$ cat config.mk
export PLATFORM = sky130hd
export DESIGN_NAME = rtc_fields_to_epoch_seconds_core_flat
export DESIGN_NICKNAME = d
export VERILOG_FILES = /design/src/rtl/rtce_pkg.sv /design/src/rtl/rtce_if.sv /design/src/rtl/rtce_cfg_regs.sv /design/src/rtl/rtc_fields_to_epoch_seconds_core.sv /design/src/flat_wrapper.sv
export SDC_FILE = /design/constraint.sdc
export NUM_CORES = 2
export LEC_CHECK = 0
export ABC_AREA = 1
export BUFFER_PORTS_ARGS = -buffer_cell sky130_fd_sc_hd__buf_2
export CORE_AREA = 4 4 356 358
export CTS_CLUSTER_DIAMETER = 50
export DETAILED_ROUTE_END_ITERATION = 16
export DIE_AREA = 0 0 360 362
export RECOVER_POWER = 50
export SYNTH_ARGS = -nofsm -noshare
export SYNTH_HDL_FRONTEND = slang
export SYNTH_SLANG_ARGS = --single-unit
$ cat constraint.sdc
create_clock -name clk -period 29.2 [get_ports clk]
set_input_delay 5.84 -clock clk [delete_from_list [all_inputs] [get_ports clk]]
set_output_delay 5.84 -clock clk [all_outputs]
set_load 0.1 [all_outputs]
$ cat src/rtl/rtce_pkg.sv
`default_nettype none
// ----------------------------------------------------------------------------
// rtce_pkg
// Shared types, constants and helpers of the RTC field to epoch seconds core.
// ----------------------------------------------------------------------------
package rtce_pkg;

  localparam int unsigned BYTE_W    = 8;
  localparam int unsigned EPOCH_W   = 40;
  localparam int unsigned CFG_IDX_W = 1;
  localparam int unsigned CFG_DAT_W = 1;

  // configuration register indexes
  localparam logic [CFG_IDX_W-1:0] REG_DATA_IS_BINARY = 1'd0;
  localparam logic [CFG_IDX_W-1:0] REG_HOURS_24       = 1'd1;

  // pipeline depth, the last stage is the output register
  localparam int unsigned STAGES = 7;

  localparam int unsigned YEAR_W  = 15;   // century * 100 + low year <= 25755
  localparam int unsigned DAYS_W  = 24;   // whole days since the epoch
  localparam int unsigned HMS_W   = 20;   // seconds within the (unchecked) day
  localparam int unsigned MDAYS_W = 9;
  localparam int unsigned MPART_W = 10;

  localparam logic [YEAR_W-1:0] EPOCH_YEAR         = 15'd1970;
  localparam logic [13:0]       LEAPS_BEFORE_EPOCH = 14'd477;
  localparam int unsigned       SECS_PER_DAY       = 86400;
  localparam int unsigned       SECS_PER_HOUR      = 3600;
  localparam int unsigned       SECS_PER_MIN       = 60;
  localparam int unsigned       DAYS_PER_YEAR      = 365;
  localparam int unsigned       PM_HOURS           = 12;

  // floor(x / 100) = (x * DIV100_MUL) >> DIV100_SHIFT for x < 2**YEAR_W
  localparam int unsigned DIV100_MUL   = 20972;
  localparam int unsigned DIV100_SHIFT = 21;
  localparam int unsigned PROD_W       = 30;

  typedef struct packed {
    logic data_is_binary;
    logic hours_24;
  } rtce_cfg_t;

  // bcd byte to binary unless bin, invalid nibbles decode arithmetically
  function automatic logic [BYTE_W-1:0] decode(input logic [BYTE_W-1:0] v,
                                               input logic             bin);
    logic [BYTE_W-1:0] hi;
    hi = {4'd0, v[7:4]};
    if (bin) begin
      return v;
    end
    return {4'd0, v[3:0]} + (hi << 3) + (hi << 1);
  endfunction

  // days before the month after the given count of whole months
  function automatic logic [MDAYS_W-1:0] days_before(input logic [3:0] m);
    logic [MDAYS_W-1:0] d;
    unique case (m)
      4'd0:    d = 9'd0;
      4'd1:    d = 9'd31;
      4'd2:    d = 9'd59;
      4'd3:    d = 9'd90;
      4'd4:    d = 9'd120;
      4'd5:    d = 9'd151;
      4'd6:    d = 9'd181;
      4'd7:    d = 9'd212;
      4'd8:    d = 9'd243;
      4'd9:    d = 9'd273;
      4'd10:   d = 9'd304;
      4'd11:   d = 9'd334;
      default: d = 9'd365;
    endcase
    return d;
  endfunction

endpackage
`default_nettype wire

$ cat src/rtl/rtce_if.sv
`default_nettype none
// ----------------------------------------------------------------------------
// rtce channel interfaces
// Field input, epoch result and configuration write channels.
// ----------------------------------------------------------------------------
interface rtce_fields_if;
  logic                         valid;
  logic                         ready;
  logic [rtce_pkg::BYTE_W-1:0]  raw_seconds;
  logic [rtce_pkg::BYTE_W-1:0]  raw_minutes;
  logic [rtce_pkg::BYTE_W-1:0]  raw_hours;
  logic [rtce_pkg::BYTE_W-1:0]  raw_day;
  logic [rtce_pkg::BYTE_W-1:0]  raw_month;
  logic [rtce_pkg::BYTE_W-1:0]  raw_year_low;
  logic [rtce_pkg::BYTE_W-1:0]  raw_century;

  modport source (output valid, raw_seconds, raw_minutes, raw_hours, raw_day,
                  raw_month, raw_year_low, raw_century, input ready);
  modport sink   (input valid, raw_seconds, raw_minutes, raw_hours, raw_day,
                  raw_month, raw_year_low, raw_century, output ready);
endinterface

interface rtce_result_if;
  logic                         valid;
  logic                         ready;
  logic [rtce_pkg::EPOCH_W-1:0] epoch_seconds;

  modport source (output valid, epoch_seconds, input ready);
  modport sink   (input valid, epoch_seconds, output ready);
endinterface

interface rtce_cfg_if;
  logic                           valid;
  logic                           ready;
  logic [rtce_pkg::CFG_IDX_W-1:0] index;
  logic [rtce_pkg::CFG_DAT_W-1:0] data;

  modport source (output valid, index, data, input ready);
  modport sink   (input valid, index, data, output ready);
endinterface
`default_nettype wire

$ cat src/rtl/rtce_cfg_regs.sv
`default_nettype none
// ----------------------------------------------------------------------------
// rtce_cfg_regs
// Mode registers of the converter, written over the configuration channel.
// ----------------------------------------------------------------------------
module rtce_cfg_regs (
  input  wire logic          clk,
  input  wire logic          rst,
  rtce_cfg_if.sink           cfg,
  output rtce_pkg::rtce_cfg_t regs
);

  assign cfg.ready = 1'b1;

  always_ff @(posedge clk) begin
    if (rst) begin
      regs.data_is_binary <= 1'b0;
      regs.hours_24       <= 1'b1;
    end else if (cfg.valid) begin
      unique case (cfg.index)
        rtce_pkg::REG_DATA_IS_BINARY: regs.data_is_binary <= cfg.data[0];
        rtce_pkg::REG_HOURS_24:       regs.hours_24       <= cfg.data[0];
        default: ;
      endcase
    end
  end

endmodule
`default_nettype wire

$ cat src/rtl/rtc_fields_to_epoch_seconds_core.sv
`default_nettype none
// ----------------------------------------------------------------------------
// rtc_fields_to_epoch_seconds_core
// Converts one set of PC RTC register bytes into seconds since 1970.
// ----------------------------------------------------------------------------
//  port     dir   beat contents
//  fields   in    seven raw RTC bytes (seconds .. century)
//  result   out   epoch_seconds, 40 bit
//  cfg      in    register index and data bit (binary mode, 24-hour mode)
//
// one beat per cycle sustained while result.ready is high; a beat passes through
// the seven register stages: decode, year/hour, divides,
// leap and year days, day sum, day multiply, final add
// each stage moves when it is empty or the one after it moves, so bubbles close
// reset empties the pipeline and restores binary = 0, 24-hour = 1
// ----------------------------------------------------------------------------
module rtc_fields_to_epoch_seconds_core (
  input  wire logic  clk,
  input  wire logic  rst,
  rtce_fields_if.sink  fields,
  rtce_result_if.source result,
  rtce_cfg_if.sink   cfg
);

  localparam int unsigned N = rtce_pkg::STAGES;

  rtce_pkg::rtce_cfg_t regs;

  rtce_cfg_regs u_cfg (
    .clk  (clk),
    .rst  (rst),
    .cfg  (cfg),
    .regs (regs)
  );

  // ---- stage control
  logic [N-1:0] vld;
  logic [N-1:0] en;

  always_comb begin
    en[N-1] = !vld[N-1] || result.ready;
    for (int k = N - 2; k >= 0; k--) begin
      en[k] = !vld[k] || en[k+1];
    end
  end

  assign fields.ready = en[0];
  assign result.valid = vld[N-1];

  always_ff @(posedge clk) begin
    if (rst) begin
      vld <= '0;
    end else begin
      if (en[0]) begin
        vld[0] <= fields.valid;
      end
      for (int k = 1; k < N; k++) begin
        if (en[k]) begin
          vld[k] <= vld[k-1];
        end
      end
    end
  end

  // ---- stage 1: field decode
  logic [7:0] s1_sec, s1_min, s1_hour, s1_day, s1_month, s1_ylow, s1_cent;
  logic       s1_pm;
  logic [7:0] hour_src;

  assign hour_src = regs.hours_24 ? fields.raw_hours : {1'b0, fields.raw_hours[6:0]};

  always_ff @(posedge clk) begin
    if (en[0]) begin
      s1_sec   <= rtce_pkg::decode(fields.raw_seconds, regs.data_is_binary);
      s1_min   <= rtce_pkg::decode(fields.raw_minutes, regs.data_is_binary);
      s1_hour  <= rtce_pkg::decode(hour_src, regs.data_is_binary);
      s1_day   <= rtce_pkg::decode(fields.raw_day, regs.data_is_binary);
      s1_month <= rtce_pkg::decode(fields.raw_month, regs.data_is_binary);
      s1_ylow  <= rtce_pkg::decode(fields.raw_year_low, regs.data_is_binary);
      s1_cent  <= rtce_pkg::decode(fields.raw_century, regs.data_is_binary);
      s1_pm    <= !regs.hours_24 && fields.raw_hours[7];
    end
  end

  // ---- stage 2: year, pm hour, month table, day offset
  // pm hour is at most 127 + 12, so a few parallel compares do the mod 24
  function automatic logic [7:0] mod24(input logic [7:0] x);
    logic [7:0] r;
    priority if (x >= 8'd120) r = x - 8'd120;
    else if (x >= 8'd96)      r = x - 8'd96;
    else if (x >= 8'd72)      r = x - 8'd72;
    else if (x >= 8'd48)      r = x - 8'd48;
    else if (x >= 8'd24)      r = x - 8'd24;
    else                      r = x;
    return r;
  endfunction

  logic [rtce_pkg::YEAR_W-1:0]  s2_year;
  logic [7:0]                   s2_hour, s2_min, s2_sec, s2_dayoff;
  logic [rtce_pkg::MDAYS_W-1:0] s2_mdays;
  logic                         s2_mfeb;
  logic [7:0]                   months_raw;
  logic [3:0]                   months;

  always_comb begin
    months_raw = (s1_month == 8'd0) ? 8'd0 : s1_month - 8'd1;
    months     = (months_raw > 8'd12) ? 4'd12 : months_raw[3:0];
  end

  always_ff @(posedge clk) begin
    if (en[1]) begin
      s2_year   <= rtce_pkg::YEAR_W'(s1_cent) * rtce_pkg::YEAR_W'(100)
                 + rtce_pkg::YEAR_W'(s1_ylow);
      s2_hour   <= s1_pm ? mod24(s1_hour + 8'(rtce_pkg::PM_HOURS)) : s1_hour;
      s2_min    <= s1_min;
      s2_sec    <= s1_sec;
      s2_dayoff <= (s1_day == 8'd0) ? 8'd0 : s1_day - 8'd1;
      s2_mdays  <= rtce_pkg::days_before(months);
      s2_mfeb   <= (months >= 4'd2);
    end
  end

  // ---- stage 3: divides by 100 and 400, time of day
  logic [rtce_pkg::YEAR_W-1:0]  ym1_2;
  logic [rtce_pkg::PROD_W-1:0]  prod_y, prod_m, prod_q;
  logic [rtce_pkg::YEAR_W-1:0]  s3_year;
  logic [8:0]                   s3_q100y, s3_q100m;
  logic [6:0]                   s3_q400m;
  logic [rtce_pkg::HMS_W-1:0]   s3_hms;
  logic [rtce_pkg::MDAYS_W-1:0] s3_mdays;
  logic                         s3_mfeb;
  logic [7:0]                   s3_dayoff;

  always_comb begin
    ym1_2  = s2_year - 15'd1;
    prod_y = rtce_pkg::PROD_W'(s2_year) * rtce_pkg::PROD_W'(rtce_pkg::DIV100_MUL);
    prod_m = rtce_pkg::PROD_W'(ym1_2) * rtce_pkg::PROD_W'(rtce_pkg::DIV100_MUL);
    prod_q = rtce_pkg::PROD_W'(ym1_2[14:2]) * rtce_pkg::PROD_W'(rtce_pkg::DIV100_MUL);
  end

  always_ff @(posedge clk) begin
    if (en[2]) begin
      s3_year   <= s2_year;
      s3_q100y  <= prod_y[29:21];
      s3_q100m  <= prod_m[29:21];
      s3_q400m  <= prod_q[27:21];
      s3_hms    <= rtce_pkg::HMS_W'(s2_hour) * rtce_pkg::HMS_W'(rtce_pkg::SECS_PER_HOUR)
                 + rtce_pkg::HMS_W'(s2_min) * rtce_pkg::HMS_W'(rtce_pkg::SECS_PER_MIN)
                 + rtce_pkg::HMS_W'(s2_sec);
      s3_mdays  <= s2_mdays;
      s3_mfeb   <= s2_mfeb;
      s3_dayoff <= s2_dayoff;
    end
  end

  // ---- stage 4: leap test, whole-year days, days within the year
  logic [rtce_pkg::YEAR_W-1:0]  r100_full, ym1_4, yspan;
  logic [13:0]                  leaps;
  logic                         leap;
  logic [rtce_pkg::DAYS_W-1:0]  s4_ydays;
  logic [rtce_pkg::MPART_W-1:0] s4_mpart;
  logic [rtce_pkg::HMS_W-1:0]   s4_hms;

  always_comb begin
    r100_full = s3_year - rtce_pkg::YEAR_W'(s3_q100y) * rtce_pkg::YEAR_W'(100);
    leap      = ((s3_year[1:0] == 2'd0) && (r100_full != '0))
             || ((r100_full == '0) && (s3_q100y[1:0] == 2'd0));
    ym1_4     = s3_year - 15'd1;
    leaps     = 14'(ym1_4[14:2]) - 14'(s3_q100m) + 14'(s3_q400m)
              - rtce_pkg::LEAPS_BEFORE_EPOCH;
    yspan     = s3_year - rtce_pkg::EPOCH_YEAR;
  end

  always_ff @(posedge clk) begin
    if (en[3]) begin
      s4_ydays <= (s3_year > rtce_pkg::EPOCH_YEAR)
                ? rtce_pkg::DAYS_W'(yspan) * rtce_pkg::DAYS_W'(rtce_pkg::DAYS_PER_YEAR)
                  + rtce_pkg::DAYS_W'(leaps)
                : '0;
      s4_mpart <= rtce_pkg::MPART_W'(s3_mdays) + rtce_pkg::MPART_W'(leap && s3_mfeb)
                + rtce_pkg::MPART_W'(s3_dayoff);
      s4_hms   <= s3_hms;
    end
  end

  // ---- stage 5: total days
  logic [rtce_pkg::DAYS_W-1:0] s5_days;
  logic [rtce_pkg::HMS_W-1:0]  s5_hms;

  always_ff @(posedge clk) begin
    if (en[4]) begin
      s5_days <= s4_ydays + rtce_pkg::DAYS_W'(s4_mpart);
      s5_hms  <= s4_hms;
    end
  end

  // ---- stage 6: days to seconds
  logic [rtce_pkg::EPOCH_W-1:0] s6_dsec;
  logic [rtce_pkg::HMS_W-1:0]   s6_hms;

  always_ff @(posedge clk) begin
    if (en[5]) begin
      s6_dsec <= rtce_pkg::EPOCH_W'(s5_days) * rtce_pkg::EPOCH_W'(rtce_pkg::SECS_PER_DAY);
      s6_hms  <= s5_hms;
    end
  end

  // ---- stage 7: output register
  logic [rtce_pkg::EPOCH_W-1:0] s7_total;

  always_ff @(posedge clk) begin
    if (en[6]) begin
      s7_total <= s6_dsec + rtce_pkg::EPOCH_W'(s6_hms);
    end
  end

  assign result.epoch_seconds = s7_total;

  // ---- checks
  a_accept_fills: assert property (@(posedge clk) disable iff (rst)
    fields.valid && fields.ready |=> vld[0])
    else $error("accepted beat did not enter the first stage");

  a_full_stall: assert property (@(posedge clk) disable iff (rst)
    (&vld) && !result.ready |-> !fields.ready)
    else $error("input ready while every stage holds a stalled beat");

  a_drain: assert property (@(posedge clk) disable iff (rst)
    vld[N-1] && result.ready && !vld[N-2] |=> !vld[N-1])
    else $error("taken result was repeated");

  a_div100: assert property (@(posedge clk) disable iff (rst)
    vld[2] |-> r100_full < 15'd100)
    else $error("year divide by 100 off by one");

  a_div400: assert property (@(posedge clk) disable iff (rst)
    vld[2] |-> 9'(s3_q400m) <= s3_q100m)
    else $error("quotient by 400 above quotient by 100");

endmodule
`default_nettype wire

$ cat src/flat_wrapper.sv
// flat-port wrapper written by rule: the top's interface ports become plain ports
module rtc_fields_to_epoch_seconds_core_flat 
  (clk, rst, fields_valid, fields_raw_seconds, fields_raw_minutes, fields_raw_hours, fields_raw_day, fields_raw_month, fields_raw_year_low, fields_raw_century, fields_ready, result_valid, result_epoch_seconds, result_ready, cfg_valid, cfg_index, cfg_data, cfg_ready);
  rtce_fields_if fields_i ();
  rtce_result_if result_i ();
  rtce_cfg_if cfg_i ();
  input  wire logic clk;
  input  wire logic rst;
  input wire logic [$bits(fields_i.valid)-1:0] fields_valid;
  input wire logic [$bits(fields_i.raw_seconds)-1:0] fields_raw_seconds;
  input wire logic [$bits(fields_i.raw_minutes)-1:0] fields_raw_minutes;
  input wire logic [$bits(fields_i.raw_hours)-1:0] fields_raw_hours;
  input wire logic [$bits(fields_i.raw_day)-1:0] fields_raw_day;
  input wire logic [$bits(fields_i.raw_month)-1:0] fields_raw_month;
  input wire logic [$bits(fields_i.raw_year_low)-1:0] fields_raw_year_low;
  input wire logic [$bits(fields_i.raw_century)-1:0] fields_raw_century;
  output wire logic [$bits(fields_i.ready)-1:0] fields_ready;
  output wire logic [$bits(result_i.valid)-1:0] result_valid;
  output wire logic [$bits(result_i.epoch_seconds)-1:0] result_epoch_seconds;
  input wire logic [$bits(result_i.ready)-1:0] result_ready;
  input wire logic [$bits(cfg_i.valid)-1:0] cfg_valid;
  input wire logic [$bits(cfg_i.index)-1:0] cfg_index;
  input wire logic [$bits(cfg_i.data)-1:0] cfg_data;
  output wire logic [$bits(cfg_i.ready)-1:0] cfg_ready;
  assign fields_i.valid = fields_valid;
  assign fields_i.raw_seconds = fields_raw_seconds;
  assign fields_i.raw_minutes = fields_raw_minutes;
  assign fields_i.raw_hours = fields_raw_hours;
  assign fields_i.raw_day = fields_raw_day;
  assign fields_i.raw_month = fields_raw_month;
  assign fields_i.raw_year_low = fields_raw_year_low;
  assign fields_i.raw_century = fields_raw_century;
  assign fields_ready = fields_i.ready;
  assign result_valid = result_i.valid;
  assign result_epoch_seconds = result_i.epoch_seconds;
  assign result_i.ready = result_ready;
  assign cfg_i.valid = cfg_valid;
  assign cfg_i.index = cfg_index;
  assign cfg_i.data = cfg_data;
  assign cfg_ready = cfg_i.ready;
  rtc_fields_to_epoch_seconds_core u_core (.clk(clk), .rst(rst), .fields(fields_i), .result(result_i), .cfg(cfg_i));
endmodule
# [After elaboration in Yosys (flattened, before gate mapping)]
# Memories as Yosys holds them, arrays and structs flattened. A register that Yosys moved wholly into a read port is not among the register bits.
# Index checks and enable logic that the tools add are counted.
[word_totals] reg_bits=383 latch_bits=0 ram_bits=0 romBits=144 in_bits=63 output_inout_bits=43 elab_cells=148 n_memories=1
[memory_table] name="(name not given)" depth=16 word_bits=9 rd=1 rd_ports_with_merged_regs=1 wr=0 line="rtce_pkg.sv:58" source="unique case (m)"
[classes] n_addsub=37 multipliers=9 div_mod_pow=0 order_cmp=8 eq_ne=0 n_shift=0 muxes=25 n_bitwise=1 reduce_logical=28
[op_table] operator="$mux W8" count=22
[op_table] operator="$add A4 B7 Y8" count=7
[op_table] operator="$add A8 B5 Y8" count=7
[op_table] operator="$mul A15 B13 Y28 const B" count=2
[op_table] operator="$add A40 B20 Y40" count=1
[op_table] operator="$mul A24 B10 Y33 const B" count=1
[op_table] operator="$sub A15 B1 Y15 const B" count=2
[op_table] operator="$mul A13 B13 Y26 const B" count=1
[op_table] operator="$add A24 B10 Y24" count=1
[op_table] operator="$add A24 B14 Y24" count=1
[op_table] operator="$ge A8 B7 Y1 const B" count=3
[op_table] operator="$mul A15 B9 Y24 const B" count=1
[op_table] operator="$sub A8 B7 Y8 const B" count=3
[op_table] operator="$add A20 B14 Y20" count=1
[op_table] operator="$add A20 B8 Y20" count=1
[op_table] operator="$logic_not A8 Y1" count=2
[op_table] operator="$mul A8 B8 Y16 const B" count=1
[op_table] operator="$sub A8 B1 Y8 const B" count=2
[op_table] operator="$add A15 B8 Y15" count=1
[op_table] operator="$gt A15 B11 Y1 const B" count=1
[op_table] operator="$logic_not A15 Y1" count=1
[op_table] operator="$reduce_bool A15 Y1" count=1
[op_table] operator="$sub A15 B11 Y15 const B" count=1
[op_table] operator="$sub A15 B15 Y15" count=1
[op_table] operator="other kinds (23)" count=43

# [Longest topological paths before layout]
[logic_depth] depth_word=10 ltp_mapped=35 ltp_nobuf=35

# [Cells and area by module]
# A second synthesis with hierarchy kept.
[unflattened] cells_unflattened=4237 hier_area_um2=40109.7
[by_module_without_submodules] mod="rtc_fields_to_epoch_seconds_core" n_inst=1 cells_per_inst=4222 area_each_um2=40007.1 seq_area_each_um2=11641.2
[by_module_without_submodules] mod="rtce_cfg_regs" n_inst=1 cells_per_inst=15 area_each_um2=102.6 seq_area_each_um2=40.0

# [Least setup slack after synthesis]
# OpenSTA, ideal clock, no wires.
[synth_path] kind="input -> output" start="input result_ready" end="output fields_ready" arrival_time_ns=13.850 required_ns=23.360 path_slack_ns=9.510 stages=12 path_buffers=0 path_cell_list="nor2_1 > inv_1 > nor2_1 > inv_1 > nor2_1 > inv_1 > nor2_1 > inv_1 > nor2_1 > inv_1 > nor2_1 > nand2_1"
[synth_between] elab_chain_cells=7
[synth_lines] element="start, declared" line="flat_wrapper.sv:20" source="input wire logic [$bits(result_i.ready)-1:0] result_ready;"
[synth_lines] element="$logic_or A1 B1 Y1" line="rtc_fields_to_epoch_seconds_core.sv:41" source="en[N-1] = !vld[N-1] || result.ready;"
[synth_lines] element="net u_core.en[6]" line="rtc_fields_to_epoch_seconds_core.sv:38" source="logic [N-1:0] en;"
[synth_lines] element="$logic_or A1 B1 Y1" line="rtc_fields_to_epoch_seconds_core.sv:43" source="en[k] = !vld[k] || en[k+1];"
[synth_lines] element="net u_core.en[5]" line="rtc_fields_to_epoch_seconds_core.sv:38"
[synth_lines] element="$logic_or A1 B1 Y1" line="rtc_fields_to_epoch_seconds_core.sv:43"
[synth_lines] element="net u_core.en[4]" line="rtc_fields_to_epoch_seconds_core.sv:38"
[synth_lines] element="$logic_or A1 B1 Y1" line="rtc_fields_to_epoch_seconds_core.sv:43"
[synth_lines] element="net u_core.en[3]" line="rtc_fields_to_epoch_seconds_core.sv:38"
[synth_lines] element="$logic_or A1 B1 Y1" line="rtc_fields_to_epoch_seconds_core.sv:43"
[synth_lines] element="net u_core.en[2]" line="rtc_fields_to_epoch_seconds_core.sv:38"
[synth_lines] element="$logic_or A1 B1 Y1 (2 in a row)" line="rtc_fields_to_epoch_seconds_core.sv:43"
[synth_lines] element="end, declared" line="flat_wrapper.sv:17" source="output wire logic [$bits(fields_i.ready)-1:0] fields_ready;"
# The timed path passes the listed nets, and every way through them passes these cells.

# [Worst setup path in the final report]
# Ends and elaborated chain as after synthesis.

==> key figures <==
Status
  • Outcome: finished with violations
  • Failing checks: capacitance limit, slew limit

Worst setup path
  • Top cell by count, worst path: nor2_1
  • CP cell instances: buf_2, nor2_1, inv_1, clkbuf_1, nor2_1, clkinv_1, nor2_1, inv_2, nor2_1, inv_2, nor2_1, clkinv_2, nor2_1, nand2_2, buf_4, buf_2
  • CP Capture Type: output pin
  • CP Data Arrival Time: 10.45 ns
  • Critical path's slowest cell: clkbuf_1
  • CP Class: input pin to output pin
  • Worst Path Required: about 23 ns
  • Worst path max stage delay: about 1.6 ns
  • Worst setup SP type: input pin
  • CP max FO: about 60

Synthesis
  • Area share of the largest cell type after synthesis: 28.4%
  • Synth Net Count: between 5000 and 6000
  • Syn Std Cell Area: around 40000 um^2
  • Ys flop type: edfxtp_1
  • Post-synth cell types: 59
  • Most frequent cells after synthesis: 876 x inv_1, 694 x ha_1, 633 x nand2_1
  • Warning count from the yosys run: 0
  • Cells after Synth: between 4000 and 5000
  • Most area-consuming cells after synthesis: edfxtp_1 28%, ha_1 21%, fa_1 16%, inv_1 8.1%, nand2_1 5.9%
  • Synth Area per Inst: roughly 9.5 um^2
  • Count leader, synth: inv_1
  • Number of synthesized flops with an enable pin: roughly 380
  • Sequential fraction of the synthesis area: between 20 and 30%
  • Largest area contributor in the netlist: edfxtp_1
  • Ys async rst share: 0%
  • FF+latch count, synth: 392

Detailed routing
  • Drt first pass iters: 5
  • DRT iter0 DRCs: roughly 1500
  • Vias: around 28000
  • DR WL/cell: between 10 and 15 um
  • Final wirelength: roughly 84000 um
  • Final ANT Viol Nets: 0
  • DRC: 0
  • Via density: between 4 and 5

Die
  • Core Region: 123000 um^2
  • Row cnt: approximately 130
  • Horiz. Die Dim: around 360 um
  • Die ar.: 130000 um^2
  • Initial Util: around 33%
  • IO Count: 106
  • Die H: between 300 and 400 um

Global route
  • Number of global-route vias before repair: about 28000
  • First-pass GRT wire length: 142000 um
  • Grt ovf: 0
  • GRT Resource Usage Total: roughly an eighth
  • Largest net degree at the start of global routing: 61
  • Initial antenna violation count: 2

Timing
  • Final period util: approximately 56%
  • Max Slew Vio Count: between 90 and 100
  • Final setup TNS: 0 ns
  • Fin Hold WS: between 0.4 and 0.5 ns
  • Final worst setup slack: between 10 and 15 ns
  • RSZ-0062 raised after global routing: false
  • Final count of hold timing violations: 0
  • Pin slew with the least headroom to its limit: 2.84 ns
  • Setup Skew: roughly 0.032 ns
  • Final setup vio count: 0
  • Fmax: between 60 and 70 MHz
  • Slew headroom: -89.6%
  • Min cycle time layout: 16.29 ns

Cells and area
  • Final layout net count: approximately 5500
  • Ratio of cells with drive above 1 in the final layout: between 5 and 6%
  • ANT cells: 0
  • Fill count: between 10000 and 15000
  • FF+latch area: 11700 um^2
  • Area Growth Syn to Fin: 9.72%
  • Multi-input logic area: around 25000 um^2

Min path
  • Path category of the worst min-delay check: register to register

Run
  • Max-cap check violation count: 2

Clock tree
  • TritonCTS Buffers: 45
  • H-tree depth: 2
  • Worst-Skew Late Latency: 0.60 ns
  • CTS root buf: clkbuf_16
  • CTS tree: built
  • Clock Sinks: about 390
  • Resize count post-CTS: 0
  • Total setup buffers inserted after CTS: 0
  • Hold_buf cts: 0
  • CTS Buffer Depth: 3
  • Reg clk slew, reported paths: about 0.06 ns

Placement
  • PortBufs: about 100
  • DP HPWL: 71300 um
  • Pre-CTS WS: between 10 and 15 ns
  • Global placer's final weighted congestion: 0.884
## area by class of cell
class                           instances  area share, %
Sequential cell                       392           26.3
Multi-Input combinational cell       2937           56.9
Clock buffer                           56           2.70
Tap cell                             1637           4.62
Inverter                              888           7.51
Clock inverter                         27          0.727
Timing Repair Buffer                  112           1.23
## cell families after synthesis
group	Yosys count	synth area share, %
xor gates and xnor gates	236	5.19
other	1	0.00927
DFF	392	28.9
and+or+nand+nor	1162	12.5
AOI/OAI and AO/OA	520	7.41
buffers and inverters	908	8.54
adders and majority gates	1018	37.5
## placed cells by master, fill, tap and decap left out, drive strengths merged, types with 42 or more instances in the layout
master,instances
a21oi,259
nor2,237
clkbuf,80
nand4,49
xor2,165
nand2,644
edfxtp,383
buf,88
ha,694
fa,324
xnor2,71
o21ai,144
nand3,152
nor3,42
inv,891
## worst paths after layout
check                                                      start                           end  slack [ns]  cells after the start
worst max-delay path                                result_ready                  fields_ready       12.91                     16
worst min-delay path            u_core.s2_mdays[8]$_SDFFCE_PP0P_  u_core.s3_mdays[8]$_DFFE_PP_        0.42                      0
worst max register to register       u_core.s2_year[0]$_DFFE_PP_  u_core.s3_q100m[6]$_DFFE_PP_       22.24                     21
worst min register to register  u_core.s2_mdays[8]$_SDFFCE_PP0P_  u_core.s3_mdays[8]$_DFFE_PP_        0.42                      0
## metal layers
metal / GRT usage, % / vias up / part of all wire (%)
met5: 0 / - / 0.016
met4: 3.03 / 2 / 2.0
met3: 1.73 / 108 / 3.8
met2: 21.1 / 460 / 44
met1: 18.6 / 12900 / 50
li1: - / 14200 / -
## per-stage QoR
| step | util [%] | instances | cell area [um^2] |
|---|---|---|---|
| after floorplan | - | 4237 | 40400 |
| after global placement | 34.8 | 5966 | 43000 |
| after detailed placement | 34.8 | 5966 | 43000 |
| after CTS | 36.1 | 6049 | 44500 |
| after global routing | 36.0 | 6049 | 44400 |
| final | 36.0 | 6049 | 44400 |
## flip-flops by register name (all words and copies together), names as in the netlist, 9 cells and up
signal and flops:
u_core.result.epoch_seconds 40, u_core.s2_mdays 9, u_core.s2_year 15, u_core.s3_hms 20, u_core.s3_mdays 9, u_core.s3_q100m 9
u_core.s3_q100y 9, u_core.s3_year 15, u_core.s4_hms 20, u_core.s4_mpart 10, u_core.s4_ydays 24, u_core.s5_days 24
u_core.s5_hms 20, u_core.s6_dsec 33, u_core.s6_hms 20
## critical path, delay by kind of cell
kind	cells	cell delay, ns
buf+inv	9	3.99
simple gates	7	0.56
Power is not shown: default switching activity piles up to over one toggle a cycle in this logic, so the estimate is an artifact.
